--- src/sv/assert_macros.svh ---
// ---------------------------------------------------------------------------
// assert_macros.svh
// Assertion shorthands, compiled out in synthesis builds.
// ---------------------------------------------------------------------------
`ifndef ASSERT_MACROS_SVH
`define ASSERT_MACROS_SVH

`ifndef SYNTHESIS

// Property that must hold at every clock edge outside reset.
`define ASSERT_ALWAYS(lbl, clk, rst_n, prop, msg) \
  lbl: assert property (@(posedge clk) disable iff (!rst_n) (prop)) else $error(msg);

// Consequent must hold in the same cycle as the antecedent.
`define ASSERT_IMPL(lbl, clk, rst_n, ante, cons, msg) \
  lbl: assert property (@(posedge clk) disable iff (!rst_n) (ante) |-> (cons)) \
    else $error(msg);

// Consequent must hold in the cycle after the antecedent.
`define ASSERT_NEXT(lbl, clk, rst_n, ante, cons, msg) \
  lbl: assert property (@(posedge clk) disable iff (!rst_n) (ante) |=> (cons)) \
    else $error(msg);

`else

`define ASSERT_ALWAYS(lbl, clk, rst_n, prop, msg)
`define ASSERT_IMPL(lbl, clk, rst_n, ante, cons, msg)
`define ASSERT_NEXT(lbl, clk, rst_n, ante, cons, msg)

`endif

`endif

--- src/sv/wfr_pkg.sv ---
`timescale 1ns / 1ps
// ---------------------------------------------------------------------------
// wfr_pkg
// Shared widths, reset values and the CRC-8 byte update of the frame receiver.
// ---------------------------------------------------------------------------
package wfr_pkg;

  localparam int BYTE_W     = 8;
  localparam int ADDR_W     = 7;
  localparam int CMD_W      = 7;
  localparam int KIND_W     = 3;
  localparam int CFG_IDX_W  = 3;
  localparam int CFG_DATA_W = 8;

  // Register reset values.
  localparam logic [ADDR_W-1:0] OWN_ADDR_RST = 7'd1;
  localparam logic [BYTE_W-1:0] FEND_RST     = 8'd192;
  localparam logic [BYTE_W-1:0] FESC_RST     = 8'd219;
  localparam logic [BYTE_W-1:0] TFEND_RST    = 8'd220;
  localparam logic [BYTE_W-1:0] TFESC_RST    = 8'd221;
  localparam logic [BYTE_W-1:0] CRC_SEED_RST = 8'd222;

  // Configuration register indexes.
  localparam logic [CFG_IDX_W-1:0] REG_OWN_ADDR = 3'd0;
  localparam logic [CFG_IDX_W-1:0] REG_FEND     = 3'd1;
  localparam logic [CFG_IDX_W-1:0] REG_FESC     = 3'd2;
  localparam logic [CFG_IDX_W-1:0] REG_TFEND    = 3'd3;
  localparam logic [CFG_IDX_W-1:0] REG_TFESC    = 3'd4;
  localparam logic [CFG_IDX_W-1:0] REG_CRC_SEED = 3'd5;

  // Event codes carried in event_kind.
  typedef enum logic [KIND_W-1:0] {
    EV_DATA    = 3'd0,
    EV_GOOD    = 3'd1,
    EV_BAD_ESC = 3'd2,
    EV_BAD_CMD = 3'd3,
    EV_BAD_LEN = 3'd4,
    EV_BAD_CRC = 3'd5
  } ev_kind_t;

  // Reflected Dallas CRC-8 constants.
  localparam logic [BYTE_W-1:0] CRC_POLY = 8'h18;
  localparam logic [BYTE_W-1:0] CRC_TOP  = 8'h80;

  // One byte through the CRC, least significant bit first.
  function automatic logic [BYTE_W-1:0] crc8_feed(input logic [BYTE_W-1:0] crc,
                                                  input logic [BYTE_W-1:0] din);
    logic [BYTE_W-1:0] c;
    logic [BYTE_W-1:0] d;
    c = crc;
    d = din;
    for (int i = 0; i < BYTE_W; i++) begin
      if ((d[0] ^ c[0]) == 1'b1) begin
        c = ((c ^ CRC_POLY) >> 1) | CRC_TOP;
      end else begin
        c = c >> 1;
      end
      d = d >> 1;
    end
    return c;
  endfunction

endpackage

--- src/sv/wfr_if.sv ---
`timescale 1ns / 1ps
// ---------------------------------------------------------------------------
// wfr_if
// Valid/ready channels of the frame receiver: raw bytes in, events out.
// ---------------------------------------------------------------------------
interface wfr_in_if;
  import wfr_pkg::*;

  logic              valid;
  logic              ready;
  logic [BYTE_W-1:0] rx_byte;

  modport source (output valid, output rx_byte, input ready);
  modport sink   (input valid, input rx_byte, output ready);
endinterface

interface wfr_out_if;
  import wfr_pkg::*;

  logic              valid;
  logic              ready;
  logic [KIND_W-1:0] event_kind;
  logic [CMD_W-1:0]  command_code;
  logic [BYTE_W-1:0] payload_byte;
  logic [BYTE_W-1:0] payload_index;
  logic [BYTE_W-1:0] payload_length;

  modport source (output valid, output event_kind, output command_code,
                  output payload_byte, output payload_index,
                  output payload_length, input ready);
  modport sink   (input valid, input event_kind, input command_code,
                  input payload_byte, input payload_index,
                  input payload_length, output ready);
endinterface

--- src/sv/wake_frame_receiver.sv ---
`timescale 1ns / 1ps
// ---------------------------------------------------------------------------
// wake_frame_receiver
// Serial frame receiver: unstuffing, address filter, length check, CRC-8.
// ---------------------------------------------------------------------------
//
//  Channel  Direction  Word contents
//  -------  ---------  -----------------------------------------------------
//  in_ch    sink       rx_byte: one raw byte from the serial line
//  out_ch   source     event_kind, command_code, payload_byte,
//                      payload_index, payload_length
//  cfg_*    write      cfg_we, cfg_index, cfg_wdata (no read-back)
//
//  A word is taken into an input register and then processed by the frame
//  state logic, which loads an event into the output register.
//  One word per cycle is sustained while out_ch is ready; the event of a word
//  reaches out_ch through the input register and then the output register.
//  The input register advances whenever the output register is empty or
//  being drained, so in_ch.ready follows out_ch.ready.
//  Reset (rst_n low at a clock edge) restores register defaults and waits
//  for a frame-end word.
//
`include "assert_macros.svh"

module wake_frame_receiver #(
  parameter int MAX_PAYLOAD = 255
) (
  input  logic                             clk,
  input  logic                             rst_n,
  wfr_in_if.sink                           in_ch,
  wfr_out_if.source                        out_ch,
  input  logic                             cfg_we,
  input  logic [wfr_pkg::CFG_IDX_W-1:0]    cfg_index,
  input  logic [wfr_pkg::CFG_DATA_W-1:0]   cfg_wdata
);
  import wfr_pkg::*;

  localparam logic [BYTE_W-1:0] MaxLen = BYTE_W'(MAX_PAYLOAD);

  typedef enum logic [2:0] {
    PH_WAIT_END = 3'd0,
    PH_ADDR     = 3'd1,
    PH_CMD      = 3'd2,
    PH_LEN      = 3'd3,
    PH_DATA     = 3'd4
  } phase_t;

  // Configuration registers.
  logic [ADDR_W-1:0] own_addr_r;
  logic [BYTE_W-1:0] fend_r, fesc_r, tfend_r, tfesc_r, crc_seed_r;

  // Input register.
  logic              in_vld_r;
  logic [BYTE_W-1:0] in_byte_r;

  // Frame state.
  phase_t            phase_r, phase_nxt;
  logic [BYTE_W-1:0] prev_r, prev_nxt;
  logic [BYTE_W-1:0] crc_r, crc_nxt;
  logic [CMD_W-1:0]  cmd_r, cmd_nxt;
  logic [BYTE_W-1:0] ptr_r, ptr_nxt;
  logic [BYTE_W-1:0] cnt_r, cnt_nxt;

  // Result of the current word.
  logic              res_vld;
  ev_kind_t          res_kind;
  logic [CMD_W-1:0]  res_cmd;
  logic [BYTE_W-1:0] res_byte, res_idx, res_len;

  // Output register.
  logic              out_vld_r;
  ev_kind_t          out_kind_r;
  logic [CMD_W-1:0]  out_cmd_r;
  logic [BYTE_W-1:0] out_byte_r, out_idx_r, out_len_r;

  logic advance;
  logic step;

  // The processing stage moves when the output register can take a word.
  assign advance     = !out_vld_r || out_ch.ready;
  assign step        = in_vld_r && advance;
  assign in_ch.ready = !in_vld_r || advance;

  // Configuration writes.
  always_ff @(posedge clk) begin
    if (!rst_n) begin
      own_addr_r <= OWN_ADDR_RST;
      fend_r     <= FEND_RST;
      fesc_r     <= FESC_RST;
      tfend_r    <= TFEND_RST;
      tfesc_r    <= TFESC_RST;
      crc_seed_r <= CRC_SEED_RST;
    end else if (cfg_we) begin
      unique case (cfg_index)
        REG_OWN_ADDR: own_addr_r <= cfg_wdata[ADDR_W-1:0];
        REG_FEND:     fend_r     <= cfg_wdata;
        REG_FESC:     fesc_r     <= cfg_wdata;
        REG_TFEND:    tfend_r    <= cfg_wdata;
        REG_TFESC:    tfesc_r    <= cfg_wdata;
        REG_CRC_SEED: crc_seed_r <= cfg_wdata;
        default: ;
      endcase
    end
  end

  // Frame decoding of the word in the input register.
  always_comb begin
    logic [BYTE_W-1:0] dec;
    logic [ADDR_W-1:0] addr;
    logic              done;
    phase_t            ph;

    phase_nxt = phase_r;
    prev_nxt  = prev_r;
    crc_nxt   = crc_r;
    cmd_nxt   = cmd_r;
    ptr_nxt   = ptr_r;
    cnt_nxt   = cnt_r;
    res_vld   = 1'b0;
    res_kind  = EV_DATA;
    res_cmd   = '0;
    res_byte  = '0;
    res_idx   = '0;
    res_len   = '0;
    dec       = in_byte_r;
    addr      = in_byte_r[ADDR_W-1:0];
    done      = 1'b0;
    ph        = phase_r;

    if (in_byte_r == fend_r) begin
      // A frame-end word restarts the frame from any phase.
      prev_nxt  = in_byte_r;
      crc_nxt   = crc8_feed(crc_seed_r, in_byte_r);
      phase_nxt = PH_ADDR;
    end else if (phase_r != PH_WAIT_END) begin
      prev_nxt = in_byte_r;
      if (prev_r == fesc_r) begin
        if (in_byte_r == tfesc_r) begin
          dec = fesc_r;
        end else if (in_byte_r == tfend_r) begin
          dec = fend_r;
        end else begin
          phase_nxt = PH_WAIT_END;
          res_vld   = 1'b1;
          res_kind  = EV_BAD_ESC;
          done      = 1'b1;
        end
      end else if (in_byte_r == fesc_r) begin
        // Lone escape: only remembered in the history.
        done = 1'b1;
      end

      addr = dec[ADDR_W-1:0];
      if (!done && phase_r == PH_ADDR) begin
        if (dec[BYTE_W-1]) begin
          if (addr == '0 || addr == own_addr_r) begin
            crc_nxt   = crc8_feed(crc_r, {1'b0, addr});
            phase_nxt = PH_CMD;
          end else begin
            phase_nxt = PH_WAIT_END;
          end
          done = 1'b1;
        end else begin
          // No address word: this one is already the command.
          ph = PH_CMD;
        end
      end

      if (!done) begin
        unique case (ph)
          PH_CMD: begin
            if (dec[BYTE_W-1]) begin
              phase_nxt = PH_WAIT_END;
              res_vld   = 1'b1;
              res_kind  = EV_BAD_CMD;
            end else begin
              cmd_nxt   = dec[CMD_W-1:0];
              crc_nxt   = crc8_feed(crc_r, dec);
              phase_nxt = PH_LEN;
            end
          end
          PH_LEN: begin
            if (dec > MaxLen) begin
              phase_nxt = PH_WAIT_END;
              res_vld   = 1'b1;
              res_kind  = EV_BAD_LEN;
            end else begin
              cnt_nxt   = dec;
              crc_nxt   = crc8_feed(crc_r, dec);
              ptr_nxt   = '0;
              phase_nxt = PH_DATA;
            end
          end
          PH_DATA: begin
            res_vld = 1'b1;
            res_len = cnt_r;
            if (ptr_r < cnt_r) begin
              ptr_nxt  = ptr_r + 8'd1;
              crc_nxt  = crc8_feed(crc_r, dec);
              res_kind = EV_DATA;
              res_byte = dec;
              res_idx  = ptr_r;
            end else begin
              phase_nxt = PH_WAIT_END;
              if (dec != crc_r) begin
                res_kind = EV_BAD_CRC;
              end else begin
                res_kind = EV_GOOD;
                res_cmd  = cmd_r;
              end
            end
          end
          default: ;
        endcase
      end
    end
  end

  // Input register, frame state and output register.
  always_ff @(posedge clk) begin
    if (!rst_n) begin
      in_vld_r  <= 1'b0;
      out_vld_r <= 1'b0;
      phase_r   <= PH_WAIT_END;
      prev_r    <= '0;
      crc_r     <= '0;
      cmd_r     <= '0;
      ptr_r     <= '0;
      cnt_r     <= '0;
    end else begin
      if (in_ch.ready) begin
        in_vld_r <= in_ch.valid;
      end
      if (advance) begin
        out_vld_r <= step && res_vld;
      end
      if (step) begin
        phase_r <= phase_nxt;
        prev_r  <= prev_nxt;
        crc_r   <= crc_nxt;
        cmd_r   <= cmd_nxt;
        ptr_r   <= ptr_nxt;
        cnt_r   <= cnt_nxt;
      end
    end
  end

  // Payload registers need no reset.
  always_ff @(posedge clk) begin
    if (in_ch.ready && in_ch.valid) begin
      in_byte_r <= in_ch.rx_byte;
    end
    if (step && res_vld) begin
      out_kind_r <= res_kind;
      out_cmd_r  <= res_cmd;
      out_byte_r <= res_byte;
      out_idx_r  <= res_idx;
      out_len_r  <= res_len;
    end
  end

  assign out_ch.valid          = out_vld_r;
  assign out_ch.event_kind     = out_kind_r;
  assign out_ch.command_code   = out_cmd_r;
  assign out_ch.payload_byte   = out_byte_r;
  assign out_ch.payload_index  = out_idx_r;
  assign out_ch.payload_length = out_len_r;

  // A stalled word in the input register must not change or disappear.
  `ASSERT_NEXT(a_in_hold, clk, rst_n, in_vld_r && !advance,
               in_vld_r && $stable(in_byte_r), "input register lost a stalled word")
  // A frame-end word always opens the address phase.
  `ASSERT_NEXT(a_fend_restart, clk, rst_n, step && in_byte_r == fend_r,
               phase_r == PH_ADDR, "frame end did not restart the frame")
  // Each data event moves the payload pointer on by one.
  `ASSERT_NEXT(a_ptr_step, clk, rst_n, step && res_vld && res_kind == EV_DATA,
               ptr_r == $past(ptr_r) + 8'd1, "payload pointer did not advance")
  // Data events never run past the declared length.
  `ASSERT_IMPL(a_idx_range, clk, rst_n, out_vld_r && out_kind_r == EV_DATA,
               out_idx_r < out_len_r, "data index beyond declared length")

endmodule

--- src/flat_wrapper.sv ---
// flat-port wrapper written by rule: the top's interface ports become plain ports
module wake_frame_receiver_flat import wfr_pkg::*;
#(
  parameter int MAX_PAYLOAD = 255
)
  (clk, rst_n, cfg_we, cfg_index, cfg_wdata, in_ch_valid, in_ch_rx_byte, in_ch_ready, out_ch_valid, out_ch_event_kind, out_ch_command_code, out_ch_payload_byte, out_ch_payload_index, out_ch_payload_length, out_ch_ready);
  wfr_in_if in_ch_i ();
  wfr_out_if out_ch_i ();
  input  logic clk;
  input  logic rst_n;
  input  logic cfg_we;
  input  logic [wfr_pkg::CFG_IDX_W-1:0] cfg_index;
  input  logic [wfr_pkg::CFG_DATA_W-1:0] cfg_wdata;
  input wire logic [$bits(in_ch_i.valid)-1:0] in_ch_valid;
  input wire logic [$bits(in_ch_i.rx_byte)-1:0] in_ch_rx_byte;
  output wire logic [$bits(in_ch_i.ready)-1:0] in_ch_ready;
  output wire logic [$bits(out_ch_i.valid)-1:0] out_ch_valid;
  output wire logic [$bits(out_ch_i.event_kind)-1:0] out_ch_event_kind;
  output wire logic [$bits(out_ch_i.command_code)-1:0] out_ch_command_code;
  output wire logic [$bits(out_ch_i.payload_byte)-1:0] out_ch_payload_byte;
  output wire logic [$bits(out_ch_i.payload_index)-1:0] out_ch_payload_index;
  output wire logic [$bits(out_ch_i.payload_length)-1:0] out_ch_payload_length;
  input wire logic [$bits(out_ch_i.ready)-1:0] out_ch_ready;
  assign in_ch_i.valid = in_ch_valid;
  assign in_ch_i.rx_byte = in_ch_rx_byte;
  assign in_ch_ready = in_ch_i.ready;
  assign out_ch_valid = out_ch_i.valid;
  assign out_ch_event_kind = out_ch_i.event_kind;
  assign out_ch_command_code = out_ch_i.command_code;
  assign out_ch_payload_byte = out_ch_i.payload_byte;
  assign out_ch_payload_index = out_ch_i.payload_index;
  assign out_ch_payload_length = out_ch_i.payload_length;
  assign out_ch_i.ready = out_ch_ready;
  wake_frame_receiver #(.MAX_PAYLOAD(MAX_PAYLOAD)) u_core (.clk(clk), .rst_n(rst_n), .in_ch(in_ch_i), .out_ch(out_ch_i), .cfg_we(cfg_we), .cfg_index(cfg_index), .cfg_wdata(cfg_wdata));
endmodule
--- config.mk ---
export PLATFORM = sky130hd
export DESIGN_NAME = wake_frame_receiver_flat
export DESIGN_NICKNAME = d
export VERILOG_FILES = /design/src/sv/wfr_pkg.sv /design/src/sv/wfr_if.sv /design/src/sv/wake_frame_receiver.sv /design/src/flat_wrapper.sv
export VERILOG_INCLUDE_DIRS = /design/src /design/src/sv
export SDC_FILE = /design/constraint.sdc
export NUM_CORES = 1
export LEC_CHECK = 0
export BUFFER_PORTS_ARGS = -buffer_cell sky130_fd_sc_hd__buf_4
export CAP_MARGIN = 20
export CELL_PAD_IN_SITES_DETAIL_PLACEMENT = 1
export CELL_PAD_IN_SITES_GLOBAL_PLACEMENT = 2
export CORE_MARGIN = 2
export CORE_UTILIZATION = 38
export DETAILED_ROUTE_END_ITERATION = 10
export HOLD_SLACK_MARGIN = 0.02
export PLACE_DENSITY_LB_ADDON = 0.1
export SETUP_SLACK_MARGIN = 0.02
export SLEW_MARGIN = 20
export SYNTH_ARGS = -nofsm -noshare
export SYNTH_HDL_FRONTEND = slang
export SYNTH_SLANG_ARGS = --single-unit
--- constraint.sdc ---
create_clock -name clk -period 5.7 [get_ports clk]
set_input_delay 0.855 -clock clk [delete_from_list [all_inputs] [get_ports clk]]
set_output_delay 0.855 -clock clk [all_outputs]
set_load 0.05 [all_outputs]
Word-level counts from Yosys, hierarchy flattened
Cells that the tools add are included.
W data, S select, Z words.
{"block": "classes", "n_addsub": 1, "order_cmp": 2, "n_eq_ne": 18, "muxes": 247, "n_bitwise": 80, "reduce_logical": 29}
{"op": "$mux W8", "count": 202}
{"op": "$not A2 Y2", "count": 37}
{"op": "$mux W3", "count": 19}
{"op": "$eq A8 B8 Y1", "count": 5}
{"op": "$xor A1 B1 Y1", "count": 36}
{"op": "$pmux W8 S3", "count": 1}
{"op": "$pmux W3 S3", "count": 2}
{"op": "$mux W1", "count": 16}
{"op": "$pmux W8 S2", "count": 1}
{"op": "$reduce_and A2 Y1", "count": 7}
{"op": "$eq A3 B2 Y1 const B", "count": 4}
{"op": "$reduce_and A6 Y1", "count": 2}
{"op": "$mux W2", "count": 5}
{"op": "$eq A3 B3 Y1 const B", "count": 3}
{"op": "$add A8 B1 Y8 const B", "count": 1}
{"op": "$gt A8 B8 Y1 const B", "count": 1}
{"op": "$lt A8 B8 Y1", "count": 1}
{"op": "$ne A8 B8 Y1", "count": 1}
{"op": "$eq A7 B7 Y1", "count": 1}
{"op": "$logic_not A7 Y1", "count": 1}
{"op": "$not A1 Y1", "count": 7}
{"op": "$reduce_and A7 Y1", "count": 1}
{"op": "$eq A3 B1 Y1 const B", "count": 2}
{"op": "$reduce_or A6 Y1", "count": 1}
{"op": "other kinds (12)", "count": 20}
{"block": "totals", "reg_bits": 133, "input_bits": 24}

Depth between registers and ports, before layout
Gate-level depths: netlist of run 1.
{"block": "logic_depth", "depth_word": 65, "ltp_mapped": 13, "ltp_nobuf": 11}

Worst setup path after synthesis of run 1
Ideal clock, no wire load.
{"block": "synth_timing", "path_kind": "reg-to-reg", "from": "reg u_core.in_byte_r[7]", "to": "reg u_core.out_cmd_r[0], in the netlist u_core.out_ch.command_code[0] (enable)", "setup_time_ns": 0.438, "arrival_ns": 3.749, "required_time_ns": 5.262, "path_slack_ns": 1.513, "stages_incl_launch_ff": 11, "path_buffers": 2, "path_cell_list": "edfxtp_1 -> buf_6 -> xnor2_1 -> nand4_1 -> or2_1 -> buf_6 -> a21oi_1 -> o21a_1 -> nand3_1 -> a211o_1 -> a21oi_1"}
{"block": "synth_between", "elab_chain_len": 17, "word_cells_on_any_way": 37, "classes_between": "1 x order compare; 7 x eq/ne; 26 x mux; 3 x reduce/logical"}
{"element": "start: declaration", "line_no": "wake_frame_receiver.sv:54", "text": "logic [BYTE_W-1:0] in_byte_r;"}
{"element": "start signal: assignment", "line_no": "wake_frame_receiver.sv:251", "text": "in_byte_r <= in_ch.rx_byte;"}
{"element": "branches (longest 15 deep; another with $gt A8 B8 Y1)"}
{"element": "$mux W1 (*)", "line_no": "wake_frame_receiver.sv:130", "text": "if (in_byte_r == fend_r) begin"}
{"element": "$logic_and A1 B1 Y1 (*)", "line_no": "wake_frame_receiver.sv:253", "text": "if (step && res_vld) begin"}
{"element": "end signal: assignment", "line_no": "wake_frame_receiver.sv:255", "text": "out_cmd_r <= res_cmd;"}
{"element": "end: declaration", "line_no": "wake_frame_receiver.sv:73", "text": "logic [CMD_W-1:0] out_cmd_r;"}
Mark *: on every way between the ends. The select of a mux whose other input is x is not followed.
A chain may end at the register's enable or synchronous reset.

Worst setup path after layout of run 1
{"block": "layout_timing", "from": "reg u_core.in_byte_r[2]", "to": "reg u_core.out_cmd_r[3], in the netlist u_core.out_ch.command_code[3] (data pin)"}
{"block": "layout_between", "elab_chain_len": 14, "word_cells_on_any_way": 29, "classes_between": "6 x eq/ne; 19 x mux; 1 x bitwise; 3 x reduce/logical"}
{"element": "$eq A8 B8 Y1", "line_no": "wake_frame_receiver.sv:140", "text": "end else if (in_byte_r == tfend_r) begin"}
{"element": "$mux W1", "line_no": "wake_frame_receiver.sv:140"}
{"element": "$mux W1", "line_no": "wake_frame_receiver.sv:138", "text": "if (in_byte_r == tfesc_r) begin"}
{"element": "$mux W1", "line_no": "wake_frame_receiver.sv:137", "text": "if (prev_r == fesc_r) begin"}
{"element": "$mux W1", "line_no": "wake_frame_receiver.sv:135", "text": "end else if (phase_r != PH_WAIT_END) begin"}
{"element": "$mux W1", "line_no": "wake_frame_receiver.sv:130"}
{"element": "$logic_not A1 Y1", "line_no": "wake_frame_receiver.sv:154", "text": "if (!done && phase_r == PH_ADDR) begin"}
{"element": "$logic_and A1 B1 Y1", "line_no": "wake_frame_receiver.sv:154"}
{"element": "$mux W3", "line_no": "wake_frame_receiver.sv:154"}
{"element": "$mux W3", "line_no": "wake_frame_receiver.sv:135"}
{"element": "$mux W3", "line_no": "wake_frame_receiver.sv:130"}
{"element": "$eq A3 B3 Y1", "line_no": "wake_frame_receiver.sv:170", "text": "unique case (ph)"}
{"element": "$not A1 Y1 (no line)"}
{"element": "$reduce_or A6 Y1 (no line) (*)"}
Every way passes the cells marked *; elsewhere a longest branch is shown, timed or not. The select of a mux whose other input is x is not followed.

==> results.cfg, run 1 <==
[status]
outcome = finished clean

[critical_path]
reg2regPathDepth = 10
r2r-start = u_core.in_byte_r[2]$_DFFE_PP_
slowest_delay_ns = 0.61
crit_path_end_kind = flip-flop
cp_data_required_time_ns = 5.97
cp_max_fo = 9
crit_start = u_core.in_byte_r[2]$_DFFE_PP_
crit_type = flip-flop to flip-flop
worst_path_max_delay_cell = edfxtp_1
start_kind = flip-flop
cp_cell_sequence = xnor2_1, and4_1, nand2_1, a32oi_1, and2_1, xnor2_4, or4_4, nor4_4, nand4_2, nor2_1
cp_data_arrival_time_ns = 4.28

[power]
power_frac_clock = 0.458
pwr-share-comb = 0.118
ir_drop_uv = 213
p_seq_frac = 0.425
intPower_mw = 1.80
power_switching_mw = 0.634
power.leakage_nw = 2.99
pwr_density_cell_nw_per_um2 = 301
switching_share = 0.261

[routing]
drt-pass1-iter-count = 4
ant_nets = 0
drt-total-wl_microns = 21400
dr_total_vias = 5647
drtIter0Drc = 301
drc = 0
viasPerCell = 5.48
avgRoutedWirePerCell_microns = 20.7

[sta]
rsz0062_at_grt = no
relSlewSlack = 0.307
setup_tns_ns = 0
finClkSkew_ns = 0.00723
setup_violations = 0
drv_slew = 0
tightestPinTransition_ns = 1.03
timing.fmax_mhz = 249
min_period_over_period = 0.704
min_period_ns = 4.01
hold_viol_final = 0

[cts]
cts_resized = 0
root_buffer = clkbuf_16
clock_sinks = 133
clk_latency_ns = 0.43
cts_hold_buf = 0
post_cts_buffers = 0
cts_tree = done
h-tree-depth = 4
cts_buffer_depth = 2
path_clk_slew_ns = 0.06
numCtsBuffers = 17

[global_routing]
grt_max_degree = 45
antenna_found_initial = 0
track_usage = 0.230
grt_pass1_wl_microns = 34200
overflow = 0
grt_pass1_vias = 5984

[placed_design]
dp_hpwl_microns = 15700
io_buffer_count = 59
placed_cell_area_sq_um = 7450
globalplace.congestion = 0.902

[logic_synthesis]
yosys_warnings = 0
syn-cell-area_sq_um = 6870
synth_edf_count = 42
yosysUniqueCellTypes = 65
synth-async-reset-ratio = 0
ys_seq_area_frac = 0.449
postSynthAreaPerCell_sq_um = 9.26
ys_ff_latch = 133
syn_nets = 774
ys.flop_type = dfxtp_1
netlist_instances = 742

[run]
cap_violations = 0

[finish]
post-route-util = 0.452
final_cell_mix = nand2_1, dfxtp_1, buf_4, xnor2_1, nor2_1
area_growth_pct = 17.5
num_antenna_cells = 0
nNetsFinal = 821
nFillCells = 2025
fin_area_sq_um = 8070
layout_commonest_cell = nand2_1
drive_gt1_frac = 0.137

[floorplan]
num_rows = 49
core_sq_um = 17800
dieWidth_microns = 138
die_area_sq_um = 19200
num_io_pins = 60
die_h_microns = 138
initial_core_util = 0.385

[min_path]
hold_start = u_core.own_addr_r[5]$_SDFFE_PN0P_
hp-class = flip-flop to flip-flop
hold_depth = 2
==> cell families (layout without fill, tap and decap cells) <==
| logic type | after synthesis | after routing | share of synthesized area |
|---|---|---|---|
| buffers and inverters | 59 | 119 | 0.0401 |
| and+or+nand+nor | 319 | 319 | 0.227 |
| muxes | 24 | 24 | 0.0350 |
| AOI/OAI and AO/OA | 110 | 110 | 0.112 |
| DFF | 133 | 133 | 0.449 |
| adders and majority gates | 8 | 8 | 0.0146 |
| xor gates and xnor gates | 89 | 89 | 0.123 |
==> critical path: cells and delay by family (launching register included) <==
family / cells / cell delay [ns]
AOI/OAI and AO/OA: 1 / 0.46
DFF: 1 / 0.61
and+or+nand+nor: 7 / 2.33
xor gates and xnor gates: 2 / 0.45
==> worst paths after layout <==
path	endpoint	slack [ns]
hold / removal	u_core.own_addr_r[5]$_SDFFE_PN0P_	0.48
setup / recovery	u_core.out_ch.command_code[3]$_SDFFCE_PP0P_	1.69
setup reg to reg	u_core.out_ch.command_code[3]$_SDFFCE_PP0P_	1.69
hold reg to reg	u_core.own_addr_r[5]$_SDFFE_PN0P_	0.48
==> final cells by class <==
type	instances	area [sq um]	area share
Clock buffer	20	437	0.0541
Clock inverter	12	154	0.0191
Inverter	24	90.1	0.0112
Multi-Input combinational cell	550	3530	0.437
Sequential cell	133	3080	0.382
Tap cell	229	287	0.0355
Timing Repair Buffer	63	493	0.0611
==> synth_stat cells, drive strengths merged, types with 2 or more instances <==
master | number | share of area
ha | 8 | 0.015
a2111oi | 2 | 0.0026
buf | 17 | 0.017
a211o | 4 | 0.0051
or2 | 2 | 0.0018
o211ai | 3 | 0.0033
a2bb2oi | 7 | 0.0089
a31oi | 3 | 0.0027
nor4 | 14 | 0.018
xor2 | 24 | 0.031
nor2b | 6 | 0.0055
nor3 | 9 | 0.0073
a32oi | 7 | 0.011
nor2 | 53 | 0.029
nand3 | 49 | 0.036
o31ai | 4 | 0.0044
o21ai | 12 | 0.0093
a21oi | 37 | 0.027
o21a | 3 | 0.0033
nand2 | 123 | 0.067
nand2b | 8 | 0.0073
o22ai | 2 | 0.0018
mux2i | 24 | 0.035
and4 | 5 | 0.0067
inv | 23 | 0.013
dfxtp | 91 | 0.27
nand4 | 16 | 0.015
and3 | 10 | 0.0091
a21o | 10 | 0.011
xnor2 | 63 | 0.086
clkbuf | 18 | 0.0098
o2111ai | 2 | 0.0026
and2 | 16 | 0.015
edfxtp | 42 | 0.18
o221a | 2 | 0.0033
or3 | 3 | 0.0027
a221oi | 5 | 0.0064
nand3b | 2 | 0.0022
==> power by group through the flow <==
| stage | Combinational, mW | Sequential [mW] | Clock (mW) |
|---|---|---|---|
| 2_1_floorplan | 0.221 | 1.03 | 0 |
| 3_3_place_gp | 0.281 | 1.05 | 0 |
| 3_5_place_dp | 0.287 | 1.05 | 0 |
| 4_1_cts | 0.289 | 1.03 | 1.13 |
| 5_1_grt | 0.314 | 1.04 | 1.18 |
| 6_report | 0.287 | 1.03 | 1.11 |
==> metal layers <==
layer | GRT usage | up-vias | part of all wire | wire, microns
met5 | 0 | - | 0 | 0
met4 | 0.102 | 0 | 0.034 | 716
met3 | 0.0488 | 47 | 0.031 | 670
met2 | 0.401 | 129 | 0.50 | 10700
met1 | 0.274 | 2763 | 0.43 | 9280
li1 | - | 2708 | - | -
==> stage by stage <==
step	setup slack, ns	std cells	hold WS (ns)	total power [mW]
2_1_floorplan	1.51	742	0.448	1.25
3_3_place_gp	1.75	998	0.465	1.33
3_5_place_dp	1.70	998	0.471	1.34
4_1_cts	1.68	1030	0.479	2.45
5_1_grt	1.42	1031	0.503	2.53
6_report	1.69	1031	0.476	2.43
Power figures use the tool's default switching activity.
==> run 2: changes to the inputs <==
clock period = 3.95 ns   (was 5.7 ns; I/O delays follow)
==> results.cfg, run 2 (synthesis results as in run 1) <==
[routing]
drc = 0
dr_total_vias = 5629
drt-pass1-iter-count = 4
avgRoutedWirePerCell_microns = 20.2
ant_nets = 0
viasPerCell = 5.37
drt-total-wl_microns = 21200
drtIter0Drc = 263

[sta]
relSlewSlack = 0.376
setup_violations = 0
tightestPinTransition_ns = 0.937
fin_ws_ns = 0.273
timing.fmax_mhz = 272
rsz0062_at_grt = no
drv_slew = 0
hold_viol_final = 0
min_period_over_period = 0.931
finClkSkew_ns = 0.0144
setup_tns_ns = 0
min_period_ns = 3.68

[power]
pwr_density_cell_nw_per_um2 = 435
power.leakage_nw = 3.10
switching_share = 0.262
ir_drop_uv = 291
pwr-share-comb = 0.121
power_frac_clock = 0.468
intPower_mw = 2.66
p_seq_frac = 0.411
power_switching_mw = 0.946

[floorplan]
initial_core_util = 0.385
die_h_microns = 138
core_sq_um = 17800
num_io_pins = 60
num_rows = 49
dieWidth_microns = 138
die_area_sq_um = 19200

[finish]
drive_gt1_frac = 0.171
layout_commonest_cell = nand2_1
final_cell_mix = nand2_1, dfxtp_1, buf_4, xnor2_1, nor2_1
nFillCells = 2030
nNetsFinal = 839
area_growth_pct = 20.6
multiInputGateArea_sq_um = 3590
num_antenna_cells = 0
fin_area_sq_um = 8290
layout.area.seq_sq_um = 3080

[run]
cap_violations = 0

[min_path]
hp-class = primary input to flip-flop

[cts]
cts_hold_buf = 0
h-tree-depth = 4
clk_latency_ns = 0.42
path_clk_slew_ns = 0.06
root_buffer = clkbuf_16
cts_buffer_depth = 2
clock_sinks = 133
cts_tree = done
numCtsBuffers = 17

[critical_path]
reg2reg_setup_slack_ns = 0.27
crit_path_end_kind = flip-flop
start_kind = flip-flop
crit_type = flip-flop to flip-flop
cp_max_fo = 8
cp_data_required_time_ns = 4.21
cp_data_arrival_time_ns = 3.94

[placed_design]
dp_hpwl_microns = 15500
globalplace.congestion = 0.929
io_buffer_count = 59
place_ws_ns = 0.0893
placed_cell_area_sq_um = 7520

[global_routing]
grt_pass1_wl_microns = 33100
grt_pass1_vias = 5873
antenna_found_initial = 0
overflow = 0
grt_max_degree = 45
track_usage = 0.222

[status]
outcome = finished clean
==> run 2: critical path, cell delays in order (launching register included) <==
cell       delay [ns]
edfxtp_1         0.59
xnor2_1          0.29
and4_1           0.31
a211o_1          0.30
a2bb2oi_1        0.43
and2_4           0.25
xnor2_1          0.14
or4_4            0.57
nor4_4           0.20
nand4_2          0.26
nor2_1           0.17
==> run 2: metrics by stage <==
step	util	cells	hold WS (ns)	total power, mW
3_3_place_gp	0.422	1008	0.461	1.92
3_5_place_dp	0.422	1008	0.463	1.93
5_1_grt	0.464	1049	0.331	3.73
4_1_cts	0.457	1040	0.332	3.61
6_report	0.464	1049	0.348	3.60
2_1_floorplan	-	742	0.448	1.80
==> run 2: cell type report <==
cell class / count / share of cell area
clock inverters: 13 / 0.0205
inverters: 24 / 0.0109
flip-flops and latches: 133 / 0.372
multi-input cells: 550 / 0.434
clock buffers: 19 / 0.0547
repair buffers: 81 / 0.0734
well taps: 229 / 0.0346
==> run 2: routing by layer <==
metal / part of all wire / routed length, microns / vias up / global-route usage
li1: - / - / 2737 / -
met1: 0.44 / 9260 / 2750 / 0.270
met2: 0.52 / 11000 / 123 / 0.398
met3: 0.032 / 687 / 19 / 0.0443
met4: 0.012 / 264 / 0 / 0.0628
met5: 0 / 0 / - / 0
==> run 2: path summary, 6_finish.rpt <==
kind | from | to | cells past startpoint
setup / recovery | u_core.in_byte_r[4]$_DFFE_PP_ | u_core.out_ch.command_code[2]$_SDFFCE_PP0P_ | 10
hold / removal | in_ch_rx_byte[3] | u_core.in_byte_r[3]$_DFFE_PP_ | 1
setup reg to reg | u_core.in_byte_r[4]$_DFFE_PP_ | u_core.out_ch.command_code[2]$_SDFFCE_PP0P_ | 10
hold reg to reg | u_core.tfesc_r[1]$_SDFFE_PN0P_ | u_core.tfesc_r[1]$_SDFFE_PN0P_ | 2
==> run 2: power groups by stage <==
stage | logic (mW) | registers [mW] | clock network, mW
floorplan | 0.319 | 1.48 | 0
global placement | 0.403 | 1.52 | 0
CTS | 0.412 | 1.49 | 1.71
global route | 0.474 | 1.48 | 1.77
detailed placement | 0.409 | 1.52 | 0
finish | 0.435 | 1.48 | 1.69
==> run 2: what timing repair did <==
action / CTS / global route
buffers inserted: 0 / 9
resized for setup: 0 / 12
setup endpoints to repair: 0 / 9
